### src/sv/jtkl_pkg.sv
package jtkl_pkg;

  // Width of the configuration data and index ports.
  localparam int CFG_DATA_WIDTH  = 64;
  localparam int CFG_INDEX_WIDTH = 1;

  // Configuration register indexes.
  localparam logic [CFG_INDEX_WIDTH-1:0] REG_KEY_CHARS  = 1'd0;
  localparam logic [CFG_INDEX_WIDTH-1:0] REG_KEY_LENGTH = 1'd1;

  // Width of the key length register.
  localparam int KEY_LEN_WIDTH = 4;

  // Characters that steer the scanner.
  localparam logic [7:0] CH_QUOTE     = 8'h22;
  localparam logic [7:0] CH_BACKSLASH = 8'h5c;
  localparam logic [7:0] CH_OPEN      = 8'h7b;
  localparam logic [7:0] CH_CLOSE     = 8'h7d;
  localparam logic [7:0] CH_COLON     = 8'h3a;
  localparam logic [7:0] CH_SPACE     = 8'h20;
  localparam logic [7:0] CH_TAB       = 8'h09;
  localparam logic [7:0] CH_CR        = 8'h0d;
  localparam logic [7:0] CH_LF        = 8'h0a;

  // Candidate comparator phases.
  typedef enum logic [2:0] {
    PH_IDLE = 3'b001,
    PH_KEY  = 3'b010,
    PH_GAP  = 3'b100
  } phase_t;

  // One byte of JSON text.
  typedef struct packed {
    logic [7:0] data_byte;
    logic       last_byte;
  } in_item_t;

  // One result per text.
  typedef struct packed {
    logic        found;
    logic [15:0] key_position;
  } out_item_t;

  // True for the whitespace allowed between the closing quote and the colon.
  function automatic logic is_gap(input logic [7:0] c);
    is_gap = (c == CH_SPACE) || (c == CH_TAB) || (c == CH_CR) || (c == CH_LF);
  endfunction

endpackage

### src/sv/json_top_level_key_locator.sv
// Top-level JSON key locator.
// The input channel (in_valid, in_ready, in_data) carries the JSON text one
// byte per transaction; last_byte marks the final byte of a text. The output
// channel (out_valid, out_ready, out_data) carries one transaction per text:
// found, and the byte offset of the key's opening quote (zero if not found).
// The key is loaded through cfg_write, cfg_index and cfg_data: index 0 holds
// the key characters (first in the lowest byte), index 1 the key length.
// Throughput is one byte per cycle while in_ready is high; all scanner state is
// updated in the cycle the byte is accepted, so the result appears on the output
// register in the cycle after the last byte is accepted.
// The output register holds the result until it is taken. While it is full
// and out_ready is low, in_ready is low; otherwise a byte is taken every
// cycle, including the cycle in which the pending result leaves.
// Reset clears the scanner, empties the output register and sets the key
// characters to zero and the key length to one. No clearing pass runs.
module json_top_level_key_locator #(
  parameter int KEY_MAX_CHARS  = 8,
  parameter int POSITION_WIDTH = 16,
  parameter int DEPTH_WIDTH    = 8
) (
  input  logic                                 clk,
  input  logic                                 rst,
  input  logic                                 in_valid,
  output logic                                 in_ready,
  input  jtkl_pkg::in_item_t                   in_data,
  output logic                                 out_valid,
  input  logic                                 out_ready,
  output jtkl_pkg::out_item_t                  out_data,
  input  logic                                 cfg_write,
  input  logic [jtkl_pkg::CFG_INDEX_WIDTH-1:0] cfg_index,
  input  logic [jtkl_pkg::CFG_DATA_WIDTH-1:0]  cfg_data
);

  import jtkl_pkg::*;

  localparam int KEY_BITS  = 8 * KEY_MAX_CHARS;
  localparam int IDX_WIDTH = $clog2(KEY_MAX_CHARS + 1);
  localparam logic [KEY_LEN_WIDTH-1:0] KEY_MAX_LEN = KEY_LEN_WIDTH'(KEY_MAX_CHARS);
  localparam logic [POSITION_WIDTH-1:0] POS_MAX = '1;
  localparam logic [DEPTH_WIDTH-1:0] DEPTH_MAX = '1;
  localparam logic [DEPTH_WIDTH-1:0] DEPTH_ONE = DEPTH_WIDTH'(1);

  // Configuration registers.
  logic [KEY_BITS-1:0]      key_chars;
  logic [KEY_LEN_WIDTH-1:0] key_length;

  // Scanner state.
  logic                      inside_string, inside_string_next;
  logic                      escape_pending, escape_pending_next;
  logic [DEPTH_WIDTH-1:0]    nesting_depth, nesting_depth_next;
  phase_t                    match_phase, match_phase_next;
  logic [IDX_WIDTH-1:0]      match_index, match_index_next;
  logic [POSITION_WIDTH-1:0] candidate_position, candidate_position_next;
  logic [POSITION_WIDTH-1:0] byte_count, byte_count_next;
  logic                      match_found, match_found_next;
  logic [POSITION_WIDTH-1:0] match_position, match_position_next;

  logic                      in_accept;
  logic [KEY_LEN_WIDTH-1:0]  len;
  logic [7:0]                want;
  logic [7:0]                c;

  assign in_ready  = !out_valid || out_ready;
  assign in_accept = in_valid && in_ready;
  assign c         = in_data.data_byte;

  // Configuration writes.
  always_ff @(posedge clk) begin
    if (rst) begin
      key_chars  <= '0;
      key_length <= KEY_LEN_WIDTH'(1);
    end else if (cfg_write) begin
      unique case (cfg_index)
        REG_KEY_CHARS:  key_chars  <= cfg_data[KEY_BITS-1:0];
        REG_KEY_LENGTH: key_length <= cfg_data[KEY_LEN_WIDTH-1:0];
        default: ;
      endcase
    end
  end

  // Effective key length and the key character under comparison.
  always_comb begin
    len  = (key_length > KEY_MAX_LEN) ? KEY_MAX_LEN : key_length;
    want = '0;
    for (int i = 0; i < KEY_MAX_CHARS; i++) begin
      if (match_index == IDX_WIDTH'(i)) begin
        want = key_chars[8*i +: 8];
      end
    end
  end

  // Per-byte update: candidate comparator first, then the structural scanner.
  always_comb begin
    inside_string_next      = inside_string;
    escape_pending_next     = escape_pending;
    nesting_depth_next      = nesting_depth;
    match_phase_next        = match_phase;
    match_index_next        = match_index;
    candidate_position_next = candidate_position;
    match_found_next        = match_found;
    match_position_next     = match_position;
    byte_count_next         = (byte_count < POS_MAX) ? byte_count + 1'b1 : byte_count;

    // Compare the raw bytes following a candidate's opening quote.
    unique case (match_phase)
      PH_KEY: begin
        if (KEY_LEN_WIDTH'(match_index) < len) begin
          if (c == want) begin
            match_index_next = match_index + 1'b1;
          end else begin
            match_phase_next = PH_IDLE;
          end
        end else if (c == CH_QUOTE) begin
          match_phase_next = PH_GAP;
        end else begin
          match_phase_next = PH_IDLE;
        end
      end
      PH_GAP: begin
        if (c == CH_COLON) begin
          if (!match_found) begin
            match_found_next    = 1'b1;
            match_position_next = candidate_position;
          end
          match_phase_next = PH_IDLE;
        end else if (!is_gap(c)) begin
          match_phase_next = PH_IDLE;
        end
      end
      default: match_phase_next = PH_IDLE;
    endcase

    // Track strings, escapes and brace depth; start a candidate at depth one.
    if (inside_string) begin
      if (escape_pending) begin
        escape_pending_next = 1'b0;
      end else if (c == CH_BACKSLASH) begin
        escape_pending_next = 1'b1;
      end else if (c == CH_QUOTE) begin
        inside_string_next = 1'b0;
      end
    end else if (c == CH_QUOTE) begin
      inside_string_next = 1'b1;
      if (nesting_depth == DEPTH_ONE && match_phase_next == PH_IDLE && !match_found_next) begin
        match_phase_next        = PH_KEY;
        match_index_next        = '0;
        candidate_position_next = byte_count;
      end
    end else if (c == CH_OPEN) begin
      if (nesting_depth < DEPTH_MAX) begin
        nesting_depth_next = nesting_depth + 1'b1;
      end
    end else if (c == CH_CLOSE) begin
      if (nesting_depth != '0) begin
        nesting_depth_next = nesting_depth - 1'b1;
      end
    end
  end

  // Scanner state registers; reset and the last byte of a text clear them.
  always_ff @(posedge clk) begin
    if (rst || (in_accept && in_data.last_byte)) begin
      inside_string      <= 1'b0;
      escape_pending     <= 1'b0;
      nesting_depth      <= '0;
      match_phase        <= PH_IDLE;
      match_index        <= '0;
      candidate_position <= '0;
      byte_count         <= '0;
      match_found        <= 1'b0;
      match_position     <= '0;
    end else if (in_accept) begin
      inside_string      <= inside_string_next;
      escape_pending     <= escape_pending_next;
      nesting_depth      <= nesting_depth_next;
      match_phase        <= match_phase_next;
      match_index        <= match_index_next;
      candidate_position <= candidate_position_next;
      byte_count         <= byte_count_next;
      match_found        <= match_found_next;
      match_position     <= match_position_next;
    end
  end

  // Output register: loaded on the last byte, held until taken.
  always_ff @(posedge clk) begin
    if (rst) begin
      out_valid <= 1'b0;
    end else if (in_accept && in_data.last_byte) begin
      out_valid <= 1'b1;
    end else if (out_ready) begin
      out_valid <= 1'b0;
    end
  end

  always_ff @(posedge clk) begin
    if (in_accept && in_data.last_byte) begin
      out_data.found        <= match_found_next;
      out_data.key_position <= match_found_next ? 16'(match_position_next) : 16'd0;
    end
  end

  // A last byte always leaves a result in the output register.
  assert property (@(posedge clk) disable iff (rst)
    in_accept && in_data.last_byte |=> out_valid)
    else $error("result not registered after last byte");

  // A new text starts from a cleared scanner.
  assert property (@(posedge clk) disable iff (rst)
    in_accept && in_data.last_byte |=> byte_count == '0 && match_phase == PH_IDLE)
    else $error("scanner not cleared after last byte");

  // No candidate is under comparison once a match has been recorded.
  assert property (@(posedge clk) disable iff (rst)
    match_phase != PH_IDLE |-> !match_found)
    else $error("candidate active after a match");

  // The recorded position stays zero until a match is found.
  assert property (@(posedge clk) disable iff (rst)
    !match_found |-> match_position == '0)
    else $error("match position set without a match");

endmodule
### config.mk
export PLATFORM = sky130hd
export DESIGN_NAME = json_top_level_key_locator
export DESIGN_NICKNAME = d
export VERILOG_FILES = /design/src/sv/jtkl_pkg.sv /design/src/sv/json_top_level_key_locator.sv
export SDC_FILE = /design/constraint.sdc
export NUM_CORES = 1
export LEC_CHECK = 0
export ABC_AREA = 1
export BUFFER_PORTS_ARGS = -buffer_cell sky130_fd_sc_hd__buf_2
export CORE_UTILIZATION = 60
export CTS_CLUSTER_DIAMETER = 100
export DETAILED_ROUTE_END_ITERATION = 6
export GPL_ROUTABILITY_DRIVEN = 0
export HOLD_SLACK_MARGIN = 0.06
export PLACE_DENSITY = 0.81
export REMOVE_ABC_BUFFERS = 1
export SLEW_MARGIN = 10
export SYNTH_ARGS = -nofsm -noshare
export SYNTH_HDL_FRONTEND = slang
export SYNTH_SLANG_ARGS = --single-unit
### constraint.sdc
create_clock -name clk -period 4.1 [get_ports clk]
set_input_delay 0.82 -clock clk [delete_from_list [all_inputs] [get_ports clk]]
set_output_delay 0.82 -clock clk [all_outputs]
set_load 0.05 [all_outputs]
# Word-level counts from Yosys, hierarchy flattened
# Cells that the tools add are included.
# word_totals
ff_bits	152
wordCells	111
# op_classes
addsub	4
magnitude_cmp	4
eq_ne	22
muxes	42
n_bitwise	3
reduce_logical	22
# op_table
op	n
$mux 8	12
$mux 16	3
$mux 4	7
$eq 8x4->1 const B	3
$eq 8x6->1 const B	3
$eq 8x7->1 const B	3
$mux 3	8
$add 16x1->16 const B	1
$eq 4x3->1 const B	4
$lt 16x16->1 const B	1
$mux 1	11
$add 8x1->8 const B	1
$eq 4x2->1 const B	2
$eq 8x1->1 const B	1
$eq 8x8->1	1
$lt 8x8->1 const B	1
$reduce_and 2->1	4
$reduce_bool 8->1	1
$sub 8x1->8 const B	1
$pmux 3 s2	1
$reduce_and 6->1	1
$reduce_bool 2->1	3
$logic_or 1x1->1	5
$add 4x1->4 const B	1
12 further kinds	18

# Depth between registers and ports, before layout
# depth
depth_word	19
mapped_depth	24

# Worst setup path after synthesis
# Ideal clock, no wire load.
# synth_timing
path_type	input port to flip-flop
start	input port out_ready
end	register byte_count[14]
setup_time_ns	0.119
arrival_ns	2.696
required_ns	3.981
setup_slack_ns	1.284
path_stages	13
cell_sequence	inv_1 > nand2_1 > nand2_1 > inv_1 > nand2_1 > clkbuf_1 > inv_1 > nand2_1 > inv_1 > nand2_1 > or4_1 > o21ai_0 > a21oi_1
# synth_via
elab_chain_cells	4
elab_cells_between_ends	5
# synth_rtl
item	line	text
start: declaration	json_top_level_key_locator.sv:27	input logic out_ready,
$logic_or 1x1->1 (*)	json_top_level_key_locator.sv:63	assign in_ready = !out_valid || out_ready;
net in_ready	json_top_level_key_locator.sv:24	output logic in_ready,
$logic_and 1x1->1 (*)	json_top_level_key_locator.sv:64	assign in_accept = in_valid && in_ready;
$logic_and 1x1->1	json_top_level_key_locator.sv:162	if (rst || (in_accept && in_data.last_byte)) begin
$logic_or 1x1->1	json_top_level_key_locator.sv:162	
end signal: assignment	json_top_level_key_locator.sv:179	byte_count <= byte_count_next;
end: declaration	json_top_level_key_locator.sv:54	logic [POSITION_WIDTH-1:0] byte_count, byte_count_next;
# The timed path passes the listed nets; every way through them passes the cells marked *.
# A chain may end at the register's enable or synchronous reset.

# Final worst setup path
# layout_timing
start	register match_index[1]
end	register candidate_position[2]
# layout_via
elab_chain_cells	17
elab_cells_between_ends	25
# layout_rtl
item	line	text
start: declaration	json_top_level_key_locator.sv:52	logic [IDX_WIDTH-1:0] match_index, match_index_next;
start signal: assignment	json_top_level_key_locator.sv:177	match_index <= match_index_next;
$logic_not 4->1	json_top_level_key_locator.sv:86	if (match_index == IDX_WIDTH'(i)) begin
$mux 8 (8 in a row)	json_top_level_key_locator.sv:86	
$eq 8x8->1	json_top_level_key_locator.sv:108	if (c == want) begin
$mux 3	json_top_level_key_locator.sv:108	
$mux 3 (*)	json_top_level_key_locator.sv:107	if (KEY_LEN_WIDTH'(match_index) < len) begin
$pmux 3 s2 (*)	json_top_level_key_locator.sv:105	unique case (match_phase)
$eq 3x1->1 (*)	json_top_level_key_locator.sv:144	if (nesting_depth == DEPTH_ONE && match_phase_next == PH_IDLE && !match_found_next) begin
$logic_and 1x1->1 (*) (2 in a row)	json_top_level_key_locator.sv:144	
$reduce_and 4->1 (no source line) (*)	--	
end signal: assignment	json_top_level_key_locator.sv:178	candidate_position <= candidate_position_next;
end: declaration	json_top_level_key_locator.sv:53	logic [POSITION_WIDTH-1:0] candidate_position, candidate_position_next;
# Mark *: on every way between the ends. The rest lies on a longest branch, timed or not.

==> impl_metrics.toml <==
[outcome]
status = "complete, no violations"

[critical_path]
worst_ep_arrival_time_ns = 3.51
critPathRequiredTime_ns = 4.46
crit_path_cell_trace = "inv_1 > ha_1 > nor2_2 > nand3_1 > nand3_1 > nand2_1 > nand4_1 > nand2_1 > nand2_1 > nand2_1 > nand2_1 > nand2_1 > nand2_1 > nor2_4 > nand3_1 > nand2_1 > nand2_1 > nand2_1 > nor2_1 > nor2_1 > nor2_1"
criticalPathCategory = "register to register"
crit_fanout = 10
max_stage_delay_ns = 0.46
path_common_cell = "nand2_1"
endpoint_kind = "register"
crit_path_start_kind = "register"
cp_slowest_cell = "dfxtp_1"
ff2ff_setup_slack_ns = 0.95

[timing]
slew_headroom_pct = 45.5
fmax_ghz = 0.318
worst_slew_pin_slew_ns = 0.817
drv_slew = 0
rsz0062_at_grt = "no"
fin_crit_ns = 3.15
hold_viol = 0
fin_crit_sh_pct = 76.8
finalClockSkew_ns = 0.00512
fin_setup_tns_ns = 0
finalSetupViolCount = 0

[global_route]
use_met3_pct = 5.67
overflow = 0
use_met2_pct = 43.7
use_met1_pct = 36.9
grt_pass1_vias = 6262
grt_max_degree = 70
antenna_found_initial = 0
grt_usage_pct = 27.2
busiest_layer = "met2"
grt_first_pass_wirelength_um = 27900

[die]
core_mm2 = 0.0120
start_util_pct = 61.4
boundaryPins = 98
rows = 40
die_w_um = 113
dieHeight_um = 113
die_area_mm2 = 0.0127

[synth]
synth_top_cell_area_share_pct = 36.8
synth-seq-cells = 152
ys_async_sr_fraction_pct = 0
syn_inst = 1054
synth-seq-area-share_pct = 43.7
synth_ff_type = "dfxtp_1"
synth_edf_count = 17
synth_top_cell_by_area = "dfxtp_1"
synth_common_cells = "213 x nor2_1, 200 x nand2_1, 135 x dfxtp_1"
synth.most_common_cell = "nor2_1"
synthTopCellsByArea = "dfxtp_1 37%, nor2_1 11%, nand2_1 10%"
postSynthAreaPerCell_um2 = 6.97
syn-cell-area_mm2 = 0.00735
synth_cell_types = 40
yosysWarnings = 0

[routing]
drtAntennaViolNets = 0
avgRoutedWirePerCell_um = 12.6
firstDrtPassIters = 5
num_vias = 6897
avgViaCountPerCell = 5.32
drtIter0Drc = 515
drc = 0
drt_wl_total_um = 16400

[final_layout]
multi_input_comb_area_mm2 = 0.00347
syn_to_final_growth_pct = 15.5
drive_gt1_share_pct = 14.9
nets = 1227
regArea_mm2 = 0.00321
final_cell_area_mm2 = 0.00849
diodes = 0
fill_cells = 1000

[pwr]
peakVddDrop_mv = 0.303
p_leak_uw = 0.00394
p_comb_share_pct = 8.2
seqPwrFrac_pct = 46.6
internal-power_uw = 2580
total_power_uw = 3420
p_sw_share_pct = 24.7
switching_power_uw = 846
powerDensity_mw_per_mm2 = 403
pwr-share-clk_pct = 45.1

[cts]
clock_tree.root_cell = "clkbuf_16"
clock-sinks = 152
cts_resized = 0
cts_max_path_buffers = 2
cts-buffers-inserted = 17
clk_latency_ns = 0.42
cts_max_level = 4
path_clk_slew_ns = 0.06
post_cts_buffers = 0
cts_tree = "built"
hold_buffers = 0

[placed_design]
dp_hpwl_um = 11200
port_buffers = 97
dpl_cell_area_mm2 = 0.00790

[worst_hold_path]
hp-class = "register to register"

[run]
maxCapViolCount = 0
-- power by group through the flow --
stage | Sequential (uW) | Clock, uW | Combinational, uW
after floorplan | 1640 | 0 | 158
after global placement | 1630 | 0 | 274
after detailed placement | 1630 | 0 | 279
after CTS | 1590 | 1550 | 281
after global routing | 1600 | 1620 | 319
final | 1600 | 1540 | 282
-- registers in the layout (all words and copies together), names as in the netlist --
| register | flops |
|---|---|
| match_phase | 3 |
| inside_string | 1 |
| match_found | 1 |
| candidate_position | 16 |
| match_position | 16 |
| byte_count | 16 |
| key_chars | 64 |
| key_length | 4 |
| match_index | 4 |
| out_valid | 1 |
| escape_pending | 1 |
| nesting_depth | 8 |
| out_data | 17 |
-- kinds of logic after synthesis --
kind of cell	Yosys count	synth area share [%]
AO/OA/AOI/OAI	166	12.2
XOR/XNOR	4	0.477
adder cells (fa/ha/maj)	12	2.04
buffers and inverters	171	9.13
flip-flops	152	43.7
multiplexers	5	0.681
AND/OR/NAND/NOR	544	31.8
-- final cells by class --
| cell class | instances | share of cell area (%) |
|---|---|---|
| clock buffers | 18 | 5.18 |
| repair buffers | 107 | 6.61 |
| multi-input cells | 731 | 40.8 |
| flip-flops and latches | 152 | 37.9 |
| well taps | 147 | 2.17 |
| inverters | 127 | 5.62 |
| clock inverters | 14 | 1.73 |
-- metal layers --
| metal | vias up | routed length (um) |
|---|---|---|
| met5 | - | 0 |
| met4 | 0 | 184 |
| met3 | 20 | 880 |
| met2 | 180 | 7390 |
| met1 | 3142 | 7930 |
| li1 | 3555 | - |
-- final timing paths --
kind / from / end / cells past startpoint
max: match_index[1]$_SDFFE_PP0P_ / candidate_position[2]$_SDFFE_PP0P_ / 21
min: key_chars[61]$_SDFFE_PP0P_ / key_chars[61]$_SDFFE_PP0P_ / 2
max reg2reg: match_index[1]$_SDFFE_PP0P_ / candidate_position[2]$_SDFFE_PP0P_ / 21
min reg2reg: key_chars[61]$_SDFFE_PP0P_ / key_chars[61]$_SDFFE_PP0P_ / 2
-- layout by cell type (no fill, tap or decap), types with 8 or more instances in the layout --
master	netlist	layout
buf_4	0	10
dfxtp_1	135	135
ha_1	12	12
clkbuf_16	0	17
inv_1	111	110
buf_2	5	97
o21ai_0	93	93
edfxtp_1	17	17
nor3_1	18	18
nor2_1	213	212
inv_2	15	16
nand2_1	200	200
nand3_1	57	57
o211ai_1	18	18
a21oi_1	44	44
nand4_1	23	23
nor4_1	8	8
-- critical path: cells and delay by family, from the launching register on --
kind / cells / cell delay (ns)
adder cells (fa/ha/maj): 1 / 0.34
buffers and inverters: 1 / 0.13
flip-flops: 1 / 0.46
AND/OR/NAND/NOR: 19 / 2.17
-- per-stage QoR --
| stage | cells | utilization (%) | setup WS [ns] | hold WS [ns] |
|---|---|---|---|---|
| detailed placement | 1264 | 66.0 | 1.08 | 0.448 |
| global placement | 1264 | 66.0 | 1.16 | 0.442 |
| CTS | 1296 | 70.9 | 1.03 | 0.457 |
| finish | 1296 | 70.9 | 0.951 | 0.456 |
| floorplan | 1010 | - | 0.187 | 0.432 |
| global route | 1296 | 70.9 | 0.635 | 0.481 |
(Power assumes the default switching activity.)
